`config.mk`:
```
export PLATFORM = sky130hd
export DESIGN_NAME = modular_exponentiation
export DESIGN_NICKNAME = d
export VERILOG_FILES = /design/src/modexp_pkg.sv /design/src/modexp_modmul.sv /design/src/modular_exponentiation.sv
export SDC_FILE = /design/constraint.sdc
export NUM_CORES = 1
export LEC_CHECK = 0
export BUFFER_PORTS_ARGS = -buffer_cell sky130_fd_sc_hd__buf_2
export CORE_MARGIN = 2
export CORE_UTILIZATION = 31
export CTS_CLUSTER_DIAMETER = 80
export DETAILED_ROUTE_END_ITERATION = 7
export GPL_ROUTABILITY_DRIVEN = 1
export GPL_TIMING_DRIVEN = 0
export PLACE_DENSITY = 0.44
export SLEW_MARGIN = 20
export SYNTH_ARGS = -nofsm -noshare
export SYNTH_HDL_FRONTEND = slang
export SYNTH_SLANG_ARGS = --single-unit
```
`constraint.sdc`:
```
create_clock -name clk -period 5.95 [get_ports clk]
set_input_delay 0.595 -clock clk [delete_from_list [all_inputs] [get_ports clk]]
set_output_delay 0.595 -clock clk [all_outputs]
set_load 0.02 [all_outputs]
```
`src/modexp_pkg.sv`:
```
// ----------------------------------------------------------------------------
// modexp_pkg
// Shared widths, microcode word layout and program ROM for the modular
// exponentiation block.
// ----------------------------------------------------------------------------
package modexp_pkg;

  // Operand width of base, exponent, modulus and result
  localparam int WIDTH = 16;
  // Stream data width: operand padded up to whole bytes
  localparam int DATA_W = ((WIDTH + 7) / 8) * 8;
  // Iteration counter width for per-bit loops over WIDTH
  localparam int CNT_W = (WIDTH > 1) ? $clog2(WIDTH) : 1;

  // Configuration register indexes
  localparam int CFG_IDX_W = 1;
  localparam logic [CFG_IDX_W-1:0] REG_EXPONENT = 1'b0;
  localparam logic [CFG_IDX_W-1:0] REG_MODULUS  = 1'b1;

  // Program counter
  localparam int PC_W = 3;
  typedef logic [PC_W-1:0] pc_t;

  localparam pc_t STEP_LOAD   = 3'd0;
  localparam pc_t STEP_REDUCE = 3'd1;
  localparam pc_t STEP_TEST   = 3'd2;
  localparam pc_t STEP_MULT   = 3'd3;
  localparam pc_t STEP_SQUARE = 3'd4;
  localparam pc_t STEP_NEXT   = 3'd5;
  localparam pc_t STEP_EMIT   = 3'd6;

  typedef enum logic [2:0] {
    OP_LOAD = 3'd0,  // wait for a base beat, initialize the datapath
    OP_MUL  = 3'd1,  // run one modular multiplication
    OP_TEST = 3'd2,  // jump to target when the current exponent bit is clear
    OP_NEXT = 3'd3,  // shift exponent, loop to target until all bits are done
    OP_EMIT = 3'd4   // hand the result to the output register, jump to target
  } op_t;

  typedef enum logic {
    SRC_A_ACC = 1'b0,
    SRC_A_RUN = 1'b1
  } src_a_t;

  typedef enum logic {
    SRC_B_ONE = 1'b0,
    SRC_B_RUN = 1'b1
  } src_b_t;

  typedef enum logic {
    DST_ACC = 1'b0,
    DST_RUN = 1'b1
  } dst_t;

  typedef struct packed {
    op_t    op;
    src_a_t src_a;
    src_b_t src_b;
    dst_t   dst;
    pc_t    target;
  } ucode_t;

  // Program ROM
  function automatic ucode_t ucode_rom(pc_t pc);
    ucode_t w;
    w = '{op: OP_LOAD, src_a: SRC_A_RUN, src_b: SRC_B_ONE, dst: DST_RUN,
          target: STEP_LOAD};
    unique case (pc)
      STEP_LOAD:   w.op = OP_LOAD;
      STEP_REDUCE: begin
        // run = base mod m (multiply by one)
        w.op = OP_MUL; w.src_a = SRC_A_RUN; w.src_b = SRC_B_ONE; w.dst = DST_RUN;
      end
      STEP_TEST: begin
        w.op = OP_TEST; w.target = STEP_SQUARE;
      end
      STEP_MULT: begin
        w.op = OP_MUL; w.src_a = SRC_A_ACC; w.src_b = SRC_B_RUN; w.dst = DST_ACC;
      end
      STEP_SQUARE: begin
        w.op = OP_MUL; w.src_a = SRC_A_RUN; w.src_b = SRC_B_RUN; w.dst = DST_RUN;
      end
      STEP_NEXT: begin
        w.op = OP_NEXT; w.target = STEP_TEST;
      end
      STEP_EMIT: begin
        w.op = OP_EMIT; w.target = STEP_LOAD;
      end
      default: w.op = OP_LOAD;
    endcase
    return w;
  endfunction

endpackage

```
`src/modexp_modmul.sv`:
```
// ----------------------------------------------------------------------------
// modexp_modmul
// Bit-serial interleaved modular multiplier: one multiplier bit per cycle.
// ----------------------------------------------------------------------------
module modexp_modmul (
  input  logic                         clk,
  input  logic                         rst,
  input  logic                         start,
  input  logic [modexp_pkg::WIDTH-1:0] a,
  input  logic [modexp_pkg::WIDTH-1:0] b,      // must not exceed m
  input  logic [modexp_pkg::WIDTH:0]   m,      // effective modulus, 1 .. 2^WIDTH
  output logic                         busy,
  output logic                         done,
  output logic [modexp_pkg::WIDTH-1:0] product
);

  localparam int W   = modexp_pkg::WIDTH;
  localparam int T_W = W + 2;

  logic [W-1:0]                 rem;
  logic [W-1:0]                 a_sh;
  logic [W-1:0]                 b_reg;
  logic [modexp_pkg::CNT_W-1:0] cnt;

  logic [T_W-1:0] t;
  logic [T_W-1:0] m1;
  logic [T_W-1:0] m2;
  logic [W-1:0]   rem_next;

  // t = 2*rem + bit*b stays below 3m, so at most 2m comes off
  always_comb begin
    t  = {1'b0, rem, 1'b0} + (a_sh[W-1] ? T_W'(b_reg) : '0);
    m1 = T_W'(m);
    m2 = {m, 1'b0};
    priority if (t >= m2) begin
      rem_next = W'(t - m2);
    end else if (t >= m1) begin
      rem_next = W'(t - m1);
    end else begin
      rem_next = W'(t);
    end
  end

  assign done    = busy && (cnt == modexp_pkg::CNT_W'(W - 1));
  assign product = rem_next;

  always_ff @(posedge clk) begin
    if (rst) begin
      busy <= 1'b0;
    end else if (start) begin
      busy  <= 1'b1;
      rem   <= '0;
      a_sh  <= a;
      b_reg <= b;
      cnt   <= '0;
    end else if (busy) begin
      rem  <= rem_next;
      a_sh <= {a_sh[W-2:0], 1'b0};
      cnt  <= cnt + 1'b1;
      if (done) begin
        busy <= 1'b0;
      end
    end
  end

endmodule

```
`src/modular_exponentiation.sv`:
```
// ----------------------------------------------------------------------------
// modular_exponentiation
// Raises each base beat to the configured exponent modulo the configured
// modulus with right-to-left square-and-multiply under microcode control.
// ----------------------------------------------------------------------------
// Usage:
//   Write the exponent (index 0) and modulus (index 1) through cfg_* while
//   the block is idle. Send bases on s_axis; each base yields exactly one
//   result beat on m_axis. An exponent of zero returns 1, unreduced.
//   A modulus of zero reduces modulo 2^WIDTH.
// Operation (W = WIDTH, one base in work at a time): a base is reduced once,
//   then each of the W steps of the exponent loop squares the running power
//   and, for a set exponent bit, first multiplies it into the accumulator. The
//   time per base is set by the bit-serial modular multiplier (one bit per
//   cycle) and this W-step exponent loop of the microprogram.
// Reset: returns to the load step, empties the output register, sets the
//   exponent to 0 and the modulus to 1.
// Stall: the result sits in the output register until taken; the next base
//   is accepted meanwhile and is computed, but the emit step holds until the
//   output register is free.
// ----------------------------------------------------------------------------
module modular_exponentiation (
  input  logic                                    clk,
  input  logic                                    rst,
  // Configuration
  input  logic                                    cfg_wr_en,
  input  logic [modexp_pkg::CFG_IDX_W-1:0]        cfg_index,
  input  logic [modexp_pkg::WIDTH-1:0]            cfg_data,
  // Base input
  input  logic                                    s_axis_tvalid,
  output logic                                    s_axis_tready,
  input  logic [modexp_pkg::DATA_W-1:0]           s_axis_tdata,   // [W-1:0] base
  // Result output
  output logic                                    m_axis_tvalid,
  input  logic                                    m_axis_tready,
  output logic [modexp_pkg::DATA_W-1:0]           m_axis_tdata    // [W-1:0] power_mod
);

  localparam int W = modexp_pkg::WIDTH;

  // Configuration registers
  logic [W-1:0] exponent;
  logic [W-1:0] modulus;
  logic [W:0]   m_eff;

  // Sequencer
  modexp_pkg::pc_t    pc;
  modexp_pkg::ucode_t uw;

  // Datapath
  logic [W-1:0]                 acc;
  logic [W-1:0]                 run;
  logic [W-1:0]                 ebits;
  logic [modexp_pkg::CNT_W-1:0] bitcnt;
  logic [W-1:0]                 out_data;
  logic                         out_valid;
  logic                         emit_go;

  // Multiplier
  logic         mm_start;
  logic         mm_busy;
  logic         mm_done;
  logic [W-1:0] mm_a;
  logic [W-1:0] mm_b;
  logic [W-1:0] mm_product;

  // Zero modulus means wrap at the register width
  assign m_eff = (modulus == '0) ? {1'b1, {W{1'b0}}} : {1'b0, modulus};

  assign uw = modexp_pkg::ucode_rom(pc);

  assign s_axis_tready = (uw.op == modexp_pkg::OP_LOAD);
  assign m_axis_tvalid = out_valid;
  assign m_axis_tdata  = modexp_pkg::DATA_W'(out_data);

  // Emit proceeds when the output register is empty or being emptied
  assign emit_go = (uw.op == modexp_pkg::OP_EMIT) && (!out_valid || m_axis_tready);

  // Kick the multiplier on entry to a multiply step
  assign mm_start = (uw.op == modexp_pkg::OP_MUL) && !mm_busy;
  assign mm_a     = (uw.src_a == modexp_pkg::SRC_A_ACC) ? acc : run;
  assign mm_b     = (uw.src_b == modexp_pkg::SRC_B_RUN) ? run : W'(1);

  modexp_modmul u_modmul (
    .clk     (clk),
    .rst     (rst),
    .start   (mm_start),
    .a       (mm_a),
    .b       (mm_b),
    .m       (m_eff),
    .busy    (mm_busy),
    .done    (mm_done),
    .product (mm_product)
  );

  always_ff @(posedge clk) begin
    if (rst) begin
      pc        <= modexp_pkg::STEP_LOAD;
      out_valid <= 1'b0;
      exponent  <= '0;
      modulus   <= W'(1);
    end else begin
      if (cfg_wr_en) begin
        unique case (cfg_index)
          modexp_pkg::REG_EXPONENT: exponent <= cfg_data;
          modexp_pkg::REG_MODULUS:  modulus  <= cfg_data;
          default: ;
        endcase
      end

      // Raise the result on emit, drop it once the beat is taken
      if (emit_go) begin
        out_valid <= 1'b1;
      end else if (out_valid && m_axis_tready) begin
        out_valid <= 1'b0;
      end

      unique case (uw.op)
        modexp_pkg::OP_LOAD: begin
          if (s_axis_tvalid) begin
            run    <= s_axis_tdata[W-1:0];
            acc    <= W'(1);
            ebits  <= exponent;
            bitcnt <= '0;
            pc     <= pc + 1'b1;
          end
        end
        modexp_pkg::OP_MUL: begin
          if (mm_done) begin
            if (uw.dst == modexp_pkg::DST_ACC) begin
              acc <= mm_product;
            end else begin
              run <= mm_product;
            end
            pc <= pc + 1'b1;
          end
        end
        modexp_pkg::OP_TEST: begin
          pc <= ebits[0] ? pc + 1'b1 : uw.target;
        end
        modexp_pkg::OP_NEXT: begin
          ebits  <= ebits >> 1;
          bitcnt <= bitcnt + 1'b1;
          pc     <= (bitcnt == modexp_pkg::CNT_W'(W - 1)) ? pc + 1'b1 : uw.target;
        end
        modexp_pkg::OP_EMIT: begin
          // Hold until the output register is free
          if (emit_go) begin
            out_data <= acc;
            pc       <= uw.target;
          end
        end
        default: pc <= modexp_pkg::STEP_LOAD;
      endcase
    end
  end

  // Multiplier completes only under a multiply step
  a_done_in_mul: assert property (@(posedge clk) disable iff (rst)
    mm_done |-> (uw.op == modexp_pkg::OP_MUL))
    else $error("multiplier finished outside a multiply step");

  // An accepted base goes straight to the reduction
  a_accept_reduce: assert property (@(posedge clk) disable iff (rst)
    (s_axis_tvalid && s_axis_tready) |=> (pc == modexp_pkg::STEP_REDUCE))
    else $error("accepted base did not enter reduction");

  // A result appears only from the emit step
  a_emit_only: assert property (@(posedge clk) disable iff (rst)
    $rose(out_valid) |-> $past(uw.op == modexp_pkg::OP_EMIT))
    else $error("result raised outside the emit step");

  // Running power stays reduced inside the exponent loop
  a_run_reduced: assert property (@(posedge clk) disable iff (rst)
    (uw.op == modexp_pkg::OP_NEXT) |-> ({1'b0, run} < m_eff))
    else $error("running power not reduced");

endmodule

```
[Word-level counts from Yosys, hierarchy flattened]
Index checks and enable logic that the tools add are counted.
Cells by class
  reduce and logical (&&, ||, !) cells: 23
  eq/ne operators: 17
  bitwise logic cells: 2
  mux-type cells: 35
  order comparisons: 2
  $add $sub $neg: 6
Operator list (number)
  two-way mux 16 bit: 14
  case mux 16 bit (2 select lines): 3
  subtractor 16 bit: 2
  adder 17 x 16 -> 18 bit: 1
  >= comparator 18 x 17 -> 1 bit: 1
  >= comparator 18 bit: 1
  two-way mux 17 bit: 1
  zero test 16 bit: 1
  two-way mux 3 bit: 5
  case mux 3 bit (5 select lines): 1
  equality test 3 x 2 -> 1 bit (second input constant): 4
  equality test 3 bit (second input constant): 4
  case mux 3 bit (2 select lines): 2
  case mux 3 bit (4 select lines): 1
  != test 2 bit (second input constant): 5
  AND reduction 5 bit: 2
  AND reduction 3 bit: 3
  adder 4 x 1 -> 4 bit (second input constant): 2
  equality test 4 bit (second input constant): 2
  two-way mux 4 bit: 2
  case mux 4 bit (2 select lines): 1
  AND reduction 2 bit: 4
  nonzero test 2 bit: 4
  equality test 3 x 1 -> 1 bit (second input constant): 2
  8 further kinds: 17
Word-level totals
  register bits: 157
  input port bits: 38
  output and inout port bits: 18

[Logic depth before layout (Yosys ltp)]
Gate-level depths: netlist (run 1).
  word-level depth: 8
  gate-level depth with buffers: 22

[Modules after synthesis]
From an unflattened synthesis (run 1), not the netlist that was laid out.
Unflattened totals
  cell total of the unflattened synthesis: 927
  area, all modules: 9311.4 um^2
By module, submodules not included
  modexp_modmul: instances 1, cells each 502, area an instance 4777.1 um^2, sequential area each 1581.5 um^2
  modular_exponentiation: instances 1, cells each 425, area an instance 4534.3 um^2, sequential area each 2762.6 um^2

[Worst setup path after synthesis (run 1)]
OpenSTA, ideal clock, no wires.
  kind: register -> register
  start: reg u_modmul.a_sh[15]
  end: reg run[12], data pin
  slack: 1.201 ns
  clock period less this slack: 4.749 ns
  arrival: 4.495 ns
  cell stages (with the launch flop): 21
  cells stage by stage: edfxtp_1 and2_1 ha_1 inv_1 fa_1 nor2b_1 o31a_1 o21a_1 a311o_1 a211oi_1 a221oi_1 ha_1 and4_1 o21a_1 o31ai_1 nor3b_1 maj3_1 o21ai_2 mux2i_1 mux2_2 a21o_1
Between the ends
  longest elaborated chain between the ends: 8
RTL lines
  from (decl): RTL line modexp_modmul.sv:21  | logic [W-1:0] a_sh;
  from (signal assigned): RTL line modexp_modmul.sv:58  | a_sh <= {a_sh[W-2:0], 1'b0};
  two-way mux 16 bit (*): RTL line modexp_modmul.sv:32  | t = {1'b0, rem, 1'b0} + (a_sh[W-1] ? T_W'(b_reg) : '0);
  adder 17 x 16 -> 18 bit (*): RTL line modexp_modmul.sv:32
  subtractor 16 bit / >= comparator 18 x 17 -> 1 bit (equally long branches): RTL line modexp_modmul.sv:38, modexp_modmul.sv:37
  two-way mux 16 bit: RTL line modexp_modmul.sv:37  | end else if (t >= m1) begin
  two-way mux 16 bit (*): RTL line modexp_modmul.sv:35  | priority if (t >= m2) begin
  two-way mux 16 bit (*): RTL line modular_exponentiation.sv:130  | if (uw.dst == modexp_pkg::DST_ACC) begin
  two-way mux 16 bit (*): RTL line modular_exponentiation.sv:129  | if (mm_done) begin
  case mux 16 bit (2 select lines) (*): RTL line modular_exponentiation.sv:118  | unique case (uw.op)
  to (signal assigned): RTL line modular_exponentiation.sv:121  | run <= s_axis_tdata[W-1:0];
  to (signal assigned): RTL line modular_exponentiation.sv:133  | run <= mm_product;
  to (decl): RTL line modular_exponentiation.sv:52  | logic [W-1:0] run;
Every way passes the cells marked *; elsewhere a longest branch is shown, timed or not. The select of a mux whose other input is x is not followed.
A chain may end at the register's enable or synchronous reset.

[Final worst setup path (run 1)]
  start: reg u_modmul.a_sh[15]
  end: reg run[1], data pin
Same word-level chain as after synthesis.

==> results.yml, run 1 <==
sta:
  rsz0062_at_grt: "no"
  slew_viol_final: 0
  final-setup-viol-count: 0
  achievable-frequency_mhz: 179.3
  worst_pin_slew_ns: 0.9284
  finalCritPeriodShare: 0.9375
  setup_skew_after_layout_ns: 0.01942
  finalSetupTns_ns: 0
  report.final.hold_viol_count: 0
  max-slew-margin-rel: 0.3811
  period_minus_slack_ns: 5.578
worst_setup_path:
  worst-path-buf-inv: 2
  critPathSlowestCell: "sky130_fd_sc_hd__edfxtp_1"
  cp_top_family: "compound AO/OA/AOI/OAI gates"
  worst-r2r-setup-slack_ns: 0.37
  start_kind: "register"
  critPathMaxFanout: 7
  timing.setup.critical_path_class: "register to register"
  worstPathCellList: "and2_1, ha_1, inv_1, fa_1, nor2b_1, o31a_1, o21a_1, a311o_1, a211oi_1, a221oi_2, ha_1, nand4_1, nor3_1, nor3_1, a211o_1, a2bb2oi_1, or3_1, buf_6, mux2_2, o21ai_1, o21ai_0"
  critPathCaptureType: "register"
  max_stage_delay_ns: 0.50
  cp_data_required_time_ns: 6.11
  cp.arrival_ns: 5.74
finish:
  multi_input_comb_area_mm2: 0.004320
  ratio_of_cells_with_drive_above_1_in_the_final_layout: 0.1470
  finish.net_count: 1048
  nFillCells: 2969
  syn2layout_area_growth_pct: 16.71
  antennaDiodeCount: 0
  ff_latch_area_mm2: 0.004344
route:
  drt-vias-per-instance: 4.866
  route.detailed.drc: 0
  drt-pass1-iter-count: 5
  num_vias: 6569
  route.detailed.wl_per_inst_um: 17.66
  totalWireLength_mm: 23.85
  drt.antenna.violating_nets: 0
  drc_marker_count_from_the_first_detailed_route_iteration: 442
synth:
  ys_seq_elements: 157
  syn-cell-area_mm2: 0.008897
  mappedNetlistNets: 966
  synthDistinctLibCells: 64
  synth.top_cell.area_share: 0.4050
  count_leader_synth: "sky130_fd_sc_hd__edfxtp_1"
  post_synth.cell_area_avg_um2: 10.22
  synth_area_leaders: "sky130_fd_sc_hd__edfxtp_1 41%, sky130_fd_sc_hd__dfxtp_1 8.3%, sky130_fd_sc_hd__ha_1 7.6%"
  edff_count_synth: 120
  async_flop_share: 0
  netlist_top_cells_count: "120 x sky130_fd_sc_hd__edfxtp_1, 100 x sky130_fd_sc_hd__nand2_1, 91 x sky130_fd_sc_hd__a21oi_1"
  yosysTopAreaCell: "sky130_fd_sc_hd__edfxtp_1"
  synth_ff_type: "sky130_fd_sc_hd__edfxtp_1"
  synth_warnings: 0
  synth_seq_area_share: 0.4883
  postSynthCellCount: 871
hold_path:
  hold_path.class: "input port to register"
global_routing:
  grt.overflow.total: 0
  grt_pass1_vias: 6714
  maximum_number_of_pins_on_one_net_before_global_route_repair: 22
  grt.total_usage: 0.1640
  grt_antenna_before_repair: 0
  first_pass_grt_wire_length_mm: 38.18
status:
  outcome: "finished, final reports clean"
cts:
  clkLatencyLatePin_ns: 0.44
  cts-htree-levels: 4
  cts-root-to-sink-buffers: 2
  cts_tree: "built"
  clock_tree.root_cell: "sky130_fd_sc_hd__clkbuf_16"
  worst_setup_hold_path_clk_slew_ns: 0.08
  cts_sinks: 157
  cts_inserted_buffers: 17
die:
  placement_rows: 62
  floorplan.die.height_um: 173.4
  die_width_um: 173.4
  floorplan.initialDensity: 0.3125
  floorplan.die_area_mm2: 0.03007
  ioPinCount: 56
  floorplan.core_area_mm2: 0.02847
place:
  placement.io_buffers: 55
  dp.final_hpwl_mm: 18.53
  gp_congestion: 0.8032
flow_run:
  max_cap_violations: 0
cells by family (layout without fill, tap and decap cells):
| kind of cell | count (synthesis) | count (layout) | share of synthesized area |
|---|---|---|---|
| mux | 45 | 45 | 0.05414 |
| buf+inv | 67 | 162 | 0.03108 |
| xor+xnor | 41 | 41 | 0.04036 |
| flops | 157 | 157 | 0.4883 |
| compound gates | 204 | 204 | 0.1429 |
| fa+ha+maj | 61 | 61 | 0.08719 |
| simple gates | 296 | 296 | 0.1561 |
final timing paths:
kind,from,endpoint,cells after the start
max,u_modmul.a_sh[15],run[1],21
min,cfg_data[0],modulus[0],3
max reg2reg,u_modmul.a_sh[15],run[1],21
min reg2reg,acc[9],m_axis_tdata[9],0
through the flow:
stage / worst slack [ns] / instance area, um2 / std cells / hold slack (ns) / util
after global placement: 0.1039 / 9653 / 1310 / 0.4323 / 0.3391
after global routing: 0.06499 / 10380 / 1350 / 0.4109 / 0.3647
after CTS: 0.1059 / 10370 / 1350 / 0.3936 / 0.3643
after detailed placement: 0.1295 / 9759 / 1318 / 0.4358 / 0.3428
after floorplan: 1.201 / 8897 / 871 / 0.4261 / -
final: 0.3717 / 10380 / 1350 / 0.4133 / 0.3647
worst min-delay path, delay by kind of cell:
family	cells	cell delay, ns
and+or+nand+nor	2	0.11
buffers and inverters	1	0.10
metal layers:
layer / part of all wire / wire length [um] / track usage / vias up
li1: - / - / - / 3309
met1: 0.50 / 12030 / 0.2316 / 3144
met2: 0.46 / 10990 / 0.2642 / 98
met3: 0.024 / 572 / 0.02697 / 18
met4: 0.011 / 258 / 0.03672 / 0
met5: 0 / 0 / 0 / -
cells in the final DEF (no fill, tap or decap), types with 4 or more instances in the layout:
cell type                   synthesis  layout
sky130_fd_sc_hd__a21o_1            18      18
sky130_fd_sc_hd__dfxtp_1           37      37
sky130_fd_sc_hd__mux2_2            20      20
sky130_fd_sc_hd__buf_2              2      61
sky130_fd_sc_hd__and2_1            20      20
sky130_fd_sc_hd__buf_6              3       4
sky130_fd_sc_hd__xnor2_1           28      28
sky130_fd_sc_hd__clkinv_4           0       4
sky130_fd_sc_hd__nand2b_1          13      13
sky130_fd_sc_hd__clkinv_8           0       5
sky130_fd_sc_hd__nand3_1            8       8
sky130_fd_sc_hd__nor2b_1           23      23
sky130_fd_sc_hd__nand4_1            4       4
sky130_fd_sc_hd__clkbuf_16          0      17
sky130_fd_sc_hd__o21ai_1            6       6
sky130_fd_sc_hd__maj3_1             4       4
sky130_fd_sc_hd__nor3_1            16      15
sky130_fd_sc_hd__and4_1             5       5
sky130_fd_sc_hd__o21a_1            10      10
sky130_fd_sc_hd__o211ai_1           5       5
sky130_fd_sc_hd__inv_8              0       4
sky130_fd_sc_hd__inv_1             31      31
sky130_fd_sc_hd__nor4_1             6       4
sky130_fd_sc_hd__a21oi_1           91      91
sky130_fd_sc_hd__nand2_1          100     100
sky130_fd_sc_hd__xor2_1            13      13
sky130_fd_sc_hd__o21ai_0           30      30
sky130_fd_sc_hd__nor2_1            85      83
sky130_fd_sc_hd__a211oi_1           6       6
sky130_fd_sc_hd__mux2i_1           22      22
sky130_fd_sc_hd__edfxtp_1         120     120
sky130_fd_sc_hd__ha_1              54      54
sky130_fd_sc_hd__nand3b_1           4       4
sky130_fd_sc_hd__clkbuf_1          29      28
area by class of cell:
type / count / area share
clock inverter: 15 / 0.01795
multi-input combinational: 647 / 0.4161
buffer: 36 / 0.01554
sequential: 157 / 0.4184
clock buffer: 17 / 0.04097
timing repair buffer: 63 / 0.03362
tap: 384 / 0.04627
inverter: 31 / 0.01121
timing repair:
item	4_1_cts	5_1_grt
endpoints found under the setup margin	0	37
hold buffers	0	0
gates resized for setup	0	4
hold endpoints to repair	0	0
setup buffers	0	0
Power of run 1 is not shown: default switching activity piles up to over one toggle a cycle in this logic, so the estimate is an artifact.
==> run 2: changes to the inputs <==
PLACE_DENSITY = 0.46   (was 0.44)
clock period = 5.1 ns   (was 5.95 ns; I/O delays follow)
==> run 2 against run 1 <==
Net effect: utilization is 1.6 points higher; fmax is 11% higher; die area stayed put; setup slack worse by 0.28 ns; first-iteration DRC count is 19% lower; sequential cell count stayed put; clock skew is 0.0048 ns lower; sequential share of layout area is 1.7 points lower.
==> results.yml, run 2 (synthesis gave the netlist of run 1 again) <==
die:
  floorplan.core_area_mm2: 0.02847
  floorplan.die_area_mm2: 0.03007
  die_width_um: 173.4
  placement_rows: 62
  floorplan.initialDensity: 0.3125
  ioPinCount: 56
  floorplan.die.height_um: 173.4
finish:
  antennaDiodeCount: 0
  stdcell_area_mm2: 0.01083
  layout.cells.non_filler: 1364
  finish.net_count: 1062
  ff_latch_area_mm2: 0.004344
  multi_input_comb_area_mm2: 0.004611
  commonest_non_fill_non_tap_cells_in_the_layout: "120 x sky130_fd_sc_hd__edfxtp_1, 100 x sky130_fd_sc_hd__nand2_1, 86 x sky130_fd_sc_hd__a21oi_1"
  nFillCells: 2888
  syn2layout_area_growth_pct: 21.67
  most_common_cell_after_layout_fill_and_taps_aside: "sky130_fd_sc_hd__edfxtp_1"
  ratio_of_cells_with_drive_above_1_in_the_final_layout: 0.2000
hold_path:
  hold_path.class: "input port to register"
  depth_of_the_worst_hold_timing_path: 3
  hold_path.startpoint: "cfg_data[3]"
  min_delay_worst_endpoint: "exponent[3]"
global_routing:
  grt.total_usage: 0.1609
  grt.overflow.total: 0
  maximum_number_of_pins_on_one_net_before_global_route_repair: 20
  first_pass_grt_wire_length_mm: 37.81
  grt_antenna_before_repair: 0
  grt_pass1_vias: 6730
place:
  gp_congestion: 0.8256
  preCtsSetupSlack_ns: -0.8025
  dp.final_hpwl_mm: 18.27
  numPlacedInstances: 1319
  placedInstanceArea_mm2: 0.009787
  placement.io_buffers: 55
sta:
  achievable-frequency_mhz: 199.9
  final-setup-viol-count: 0
  finalCritPeriodShare: 0.9811
  max-slew-margin-rel: 0.3569
  setup_skew_after_layout_ns: 0.01466
  rsz0062_at_grt: "yes"
  report.final.hold_viol_count: 0
  worst_pin_slew_ns: 0.9647
  period_minus_slack_ns: 5.004
  postLayoutSetupSlackWorst_ns: 0.09646
  slew_viol_final: 0
route:
  totalWireLength_mm: 23.75
  route.detailed.wl_per_inst_um: 17.41
  drt-pass1-iter-count: 5
  drc_marker_count_from_the_first_detailed_route_iteration: 358
  drt-vias-per-instance: 4.912
  route.detailed.drc: 0
  drt.antenna.violating_nets: 0
  num_vias: 6700
cts:
  cts_sinks: 157
  postCtsHoldBufs: 0
  cts_tree: "built"
  cts-root-to-sink-buffers: 2
  cts-htree-levels: 4
  clock_tree.root_cell: "sky130_fd_sc_hd__clkbuf_16"
  worst_setup_hold_path_clk_slew_ns: 0.08
  clkLatencyLatePin_ns: 0.43
  cts_inserted_buffers: 17
worst_setup_path:
  cp.arrival_ns: 5.19
  r2r_depth: 19
  cp_data_required_time_ns: 5.29
  start_kind: "register"
  worstReg2RegEnd: "run[12]"
  worst-r2r-setup-slack_ns: 0.1
  timing.setup.critical_path_class: "register to register"
  critPathCaptureType: "register"
  critPathMaxFanout: 5
  worstReg2RegStart: "u_modmul.a_sh[15]"
status:
  outcome: "finished, final reports clean"
flow_run:
  max_cap_violations: 0
## run 2: worst max-delay path by stage
stage,from,end
6_report,u_modmul.a_sh[15],run[12]
5_1_grt,u_modmul.a_sh[15],run[12]
4_1_cts,u_modmul.a_sh[15],run[0]
3_5_place_dp,u_modmul.a_sh[15],run[0]
3_3_place_gp,u_modmul.a_sh[15],run[0]
2_1_floorplan,u_modmul.a_sh[15],run[12]
## run 2: cell type report
class / instances / area share
Multi-Input combinational cell: 647 / 0.4259
Sequential cell: 157 / 0.4013
Timing Repair Buffer: 77 / 0.04450
Tap cell: 384 / 0.04438
Clock buffer: 17 / 0.03930
Clock inverter: 15 / 0.01768
Buffer: 36 / 0.01595
Inverter: 31 / 0.01098
## run 2: through the flow
stage | util | setup TNS (ns) | hold WS [ns]
floorplan | - | 0 | 0.4261
global placement | 0.3391 | -41.48 | 0.4383
detailed placement | 0.3438 | -26.50 | 0.4427
CTS | 0.3724 | 0 | 0.3128
global route | 0.3802 | -1.195 | 0.3335
finish | 0.3802 | 0 | 0.3235
## run 2: what timing repair did
item | 4_1_cts | 5_1_grt
gates resized for setup | 32 | 35
buffers inserted | 5 | 8
pin swaps | 4 | 23
endpoints found under the setup margin | 48 | 48
## run 2: layer usage
| layer | wire, um | vias to the layer above | track usage |
|---|---|---|---|
| met5 | 0 | - | 0 |
| met1 | 11630 | 3240 | 0.2256 |
| li1 | - | 3338 | - |
| met3 | 624 | 13 | 0.02127 |
| met2 | 11280 | 109 | 0.2638 |
| met4 | 213 | 0 | 0.03849 |
## run 2: worst max-delay path, cell delays in order (launching register included)
cell	delay (ns)
sky130_fd_sc_hd__edfxtp_1	0.48
sky130_fd_sc_hd__buf_6	0.16
sky130_fd_sc_hd__and2_1	0.15
sky130_fd_sc_hd__ha_4	0.23
sky130_fd_sc_hd__nor2b_1	0.14
sky130_fd_sc_hd__o31a_1	0.34
sky130_fd_sc_hd__o21a_2	0.24
sky130_fd_sc_hd__a311o_1	0.29
sky130_fd_sc_hd__a211oi_2	0.29
sky130_fd_sc_hd__a221oi_4	0.10
sky130_fd_sc_hd__ha_4	0.31
sky130_fd_sc_hd__and4_4	0.24
sky130_fd_sc_hd__buf_6	0.10
sky130_fd_sc_hd__and4b_1	0.23
sky130_fd_sc_hd__nor3b_4	0.06
sky130_fd_sc_hd__maj3_2	0.36
sky130_fd_sc_hd__o21ai_4	0.20
sky130_fd_sc_hd__mux2i_2	0.31
sky130_fd_sc_hd__mux2_4	0.35
sky130_fd_sc_hd__a21o_1	0.15
Power of run 2 is left out for the same reason.
==> run 3: changes to the inputs <==
SETUP_SLACK_MARGIN = 0.4   (was unset)
==> run 3 against run 2 <==
Net effect: register-to-register slack improved by 0.13 ns; clock-buffer cell count did not move; non-clock buffer count rose by 49; setup slack improved by 0.13 ns; first-iteration DRC count rose by 18%; global-route usage rose by 0.86 points; routed wire length rose by 4.7%; critical endpoint is now run[15]; critical path depth rose by 4; utilization rose by 3.0 points.
==> results.yml, run 3 (synthesis gave the netlist of run 1 again) <==
status:
  outcome: "finished, final reports clean"
sta:
  worst_pin_slew_ns: 1.110
  postLayoutSetupSlackWorst_ns: 0.2296
  slew_viol_final: 0
  final-setup-viol-count: 0
  finalCritPeriodShare: 0.9550
  finalSetupTns_ns: 0
  period_minus_slack_ns: 4.870
  achievable-frequency_mhz: 205.3
  setup_skew_after_layout_ns: 0.01668
  rsz0062_at_grt: "yes"
  report.final.hold_viol_count: 0
  max-slew-margin-rel: 0.2603
cts:
  clock_tree.root_cell: "sky130_fd_sc_hd__clkbuf_16"
  cts-htree-levels: 4
  clkLatencyLatePin_ns: 0.44
  cts_inserted_buffers: 17
  cts-root-to-sink-buffers: 2
  worst_setup_hold_path_clk_slew_ns: 0.08
  cts_sinks: 157
  cts_tree: "built"
finish:
  ratio_of_cells_with_drive_above_1_in_the_final_layout: 0.2818
  antennaDiodeCount: 0
  finish.net_count: 1111
  syn2layout_area_growth_pct: 31.37
  commonest_non_fill_non_tap_cells_in_the_layout: "120 x sky130_fd_sc_hd__edfxtp_1, 99 x sky130_fd_sc_hd__nand2_1, 79 x sky130_fd_sc_hd__a21oi_1"
  stdcell_area_mm2: 0.01169
  most_common_cell_after_layout_fill_and_taps_aside: "sky130_fd_sc_hd__edfxtp_1"
route:
  num_vias: 6875
  drt-pass1-iter-count: 5
  drc_marker_count_from_the_first_detailed_route_iteration: 424
  totalWireLength_mm: 24.85
  drt-vias-per-instance: 4.866
  route.detailed.wl_per_inst_um: 17.59
  drt.antenna.violating_nets: 0
  route.detailed.drc: 0
worst_setup_path:
  worstPathCellList: "buf_6, buf_8, and2_4, ha_4, a211o_1, a21oi_4, nand2b_4, nand3b_1, a21o_1, a21o_1, a21oi_2, xnor2_2, ha_1, a21oi_2, nand2_1, a2bb2oi_2, or3_4, buf_12, buf_12, buf_16, buf_6, a211oi_4, a211oi_2"
  critPathSlowestCell: "sky130_fd_sc_hd__edfxtp_1"
  critPathCaptureType: "register"
  cp.arrival_ns: 5.01
  start_kind: "register"
  cp_top_family: "compound AO/OA/AOI/OAI gates"
  critPathMaxFanout: 8
  worst-path-buf-inv: 6
  timing.setup.critical_path_class: "register to register"
  cp_data_required_time_ns: 5.24
  max_stage_delay_ns: 0.53
die:
  die_width_um: 173.4
  floorplan.core_area_mm2: 0.02847
  floorplan.die.height_um: 173.4
  ioPinCount: 56
  placement_rows: 62
  floorplan.die_area_mm2: 0.03007
  floorplan.initialDensity: 0.3125
place:
  placement.io_buffers: 55
  dp.final_hpwl_mm: 18.26
  preCtsSetupSlack_ns: -0.4009
  placedInstanceArea_mm2: 0.009812
  gp_congestion: 0.8219
global_routing:
  use_met3: 0.02434
  global_route.usage.met2: 0.2790
  grt_antenna_before_repair: 0
  grt.overflow.total: 0
  grt_util_met1: 0.2359
  first_pass_grt_wire_length_mm: 39.81
  grt.total_usage: 0.1694
  maximum_number_of_pins_on_one_net_before_global_route_repair: 20
  top_usage_layer: "met2"
  grt_pass1_vias: 7092
flow_run:
  max_cap_violations: 0
hold_path:
  hold_path.class: "input port to register"
-- run 3: changes by cell type in the layout (fill, tap and decap cells not counted), sizes merged --
cell      change
buf          +49
clkinv        -5
inv           +4
clkinvlp      +1
-- run 3: path summary, 6_finish.rpt --
kind	startpoint	endpoint	slack, ns	cells past startpoint
max	u_modmul.a_sh[15]	run[15]	0.23	23
min	cfg_data[2]	exponent[2]	0.33	3
max reg2reg	u_modmul.a_sh[15]	run[15]	0.23	23
min reg2reg	acc[5]	m_axis_tdata[5]	0.46	0
-- run 3: worst min-delay path: cells and delay by family --
family / cells / cell delay (ns)
AOI/OAI and AO/OA: 1 / 0.05
and+or+nand+nor: 1 / 0.05
buffers and inverters: 1 / 0.11
-- run 3: cell type report --
class,instances,area (um2)
well taps,384,480.5
repair buffers,126,947.2
inverters,31,116.4
clock inverters,15,182.7
plain buffers,36,219.0
multi-input cells,647,4974
fillers,2803,16780
flip-flops and latches,157,4344
clock buffers,17,425.4
-- run 3: layer usage --
layer,up-vias,routed length (um)
met5,-,0
met4,0,301
met1,3335,12230
met2,88,11700
li1,3429,-
met3,23,615
-- run 3: stage by stage --
stage                     utilization  hold WS [ns]  instances
after CTS                      0.3999        0.3200       1396
after floorplan                     -        0.4261        871
final                          0.4106        0.3277       1413
after global placement         0.3396        0.4386       1310
after detailed placement       0.3446        0.4429       1321
after global routing           0.4106        0.3353       1413
-- run 3: what timing repair did --
item / in CTS / in global routing
pin swaps: 42 / 40
gates resized for setup: 124 / 35
hold buffers: 0 / 0
buffers inserted: 39 / 17
setup endpoints to repair: 48 / 48
gates cloned: 4 / 0
Power of run 3 is left out for the same reason.
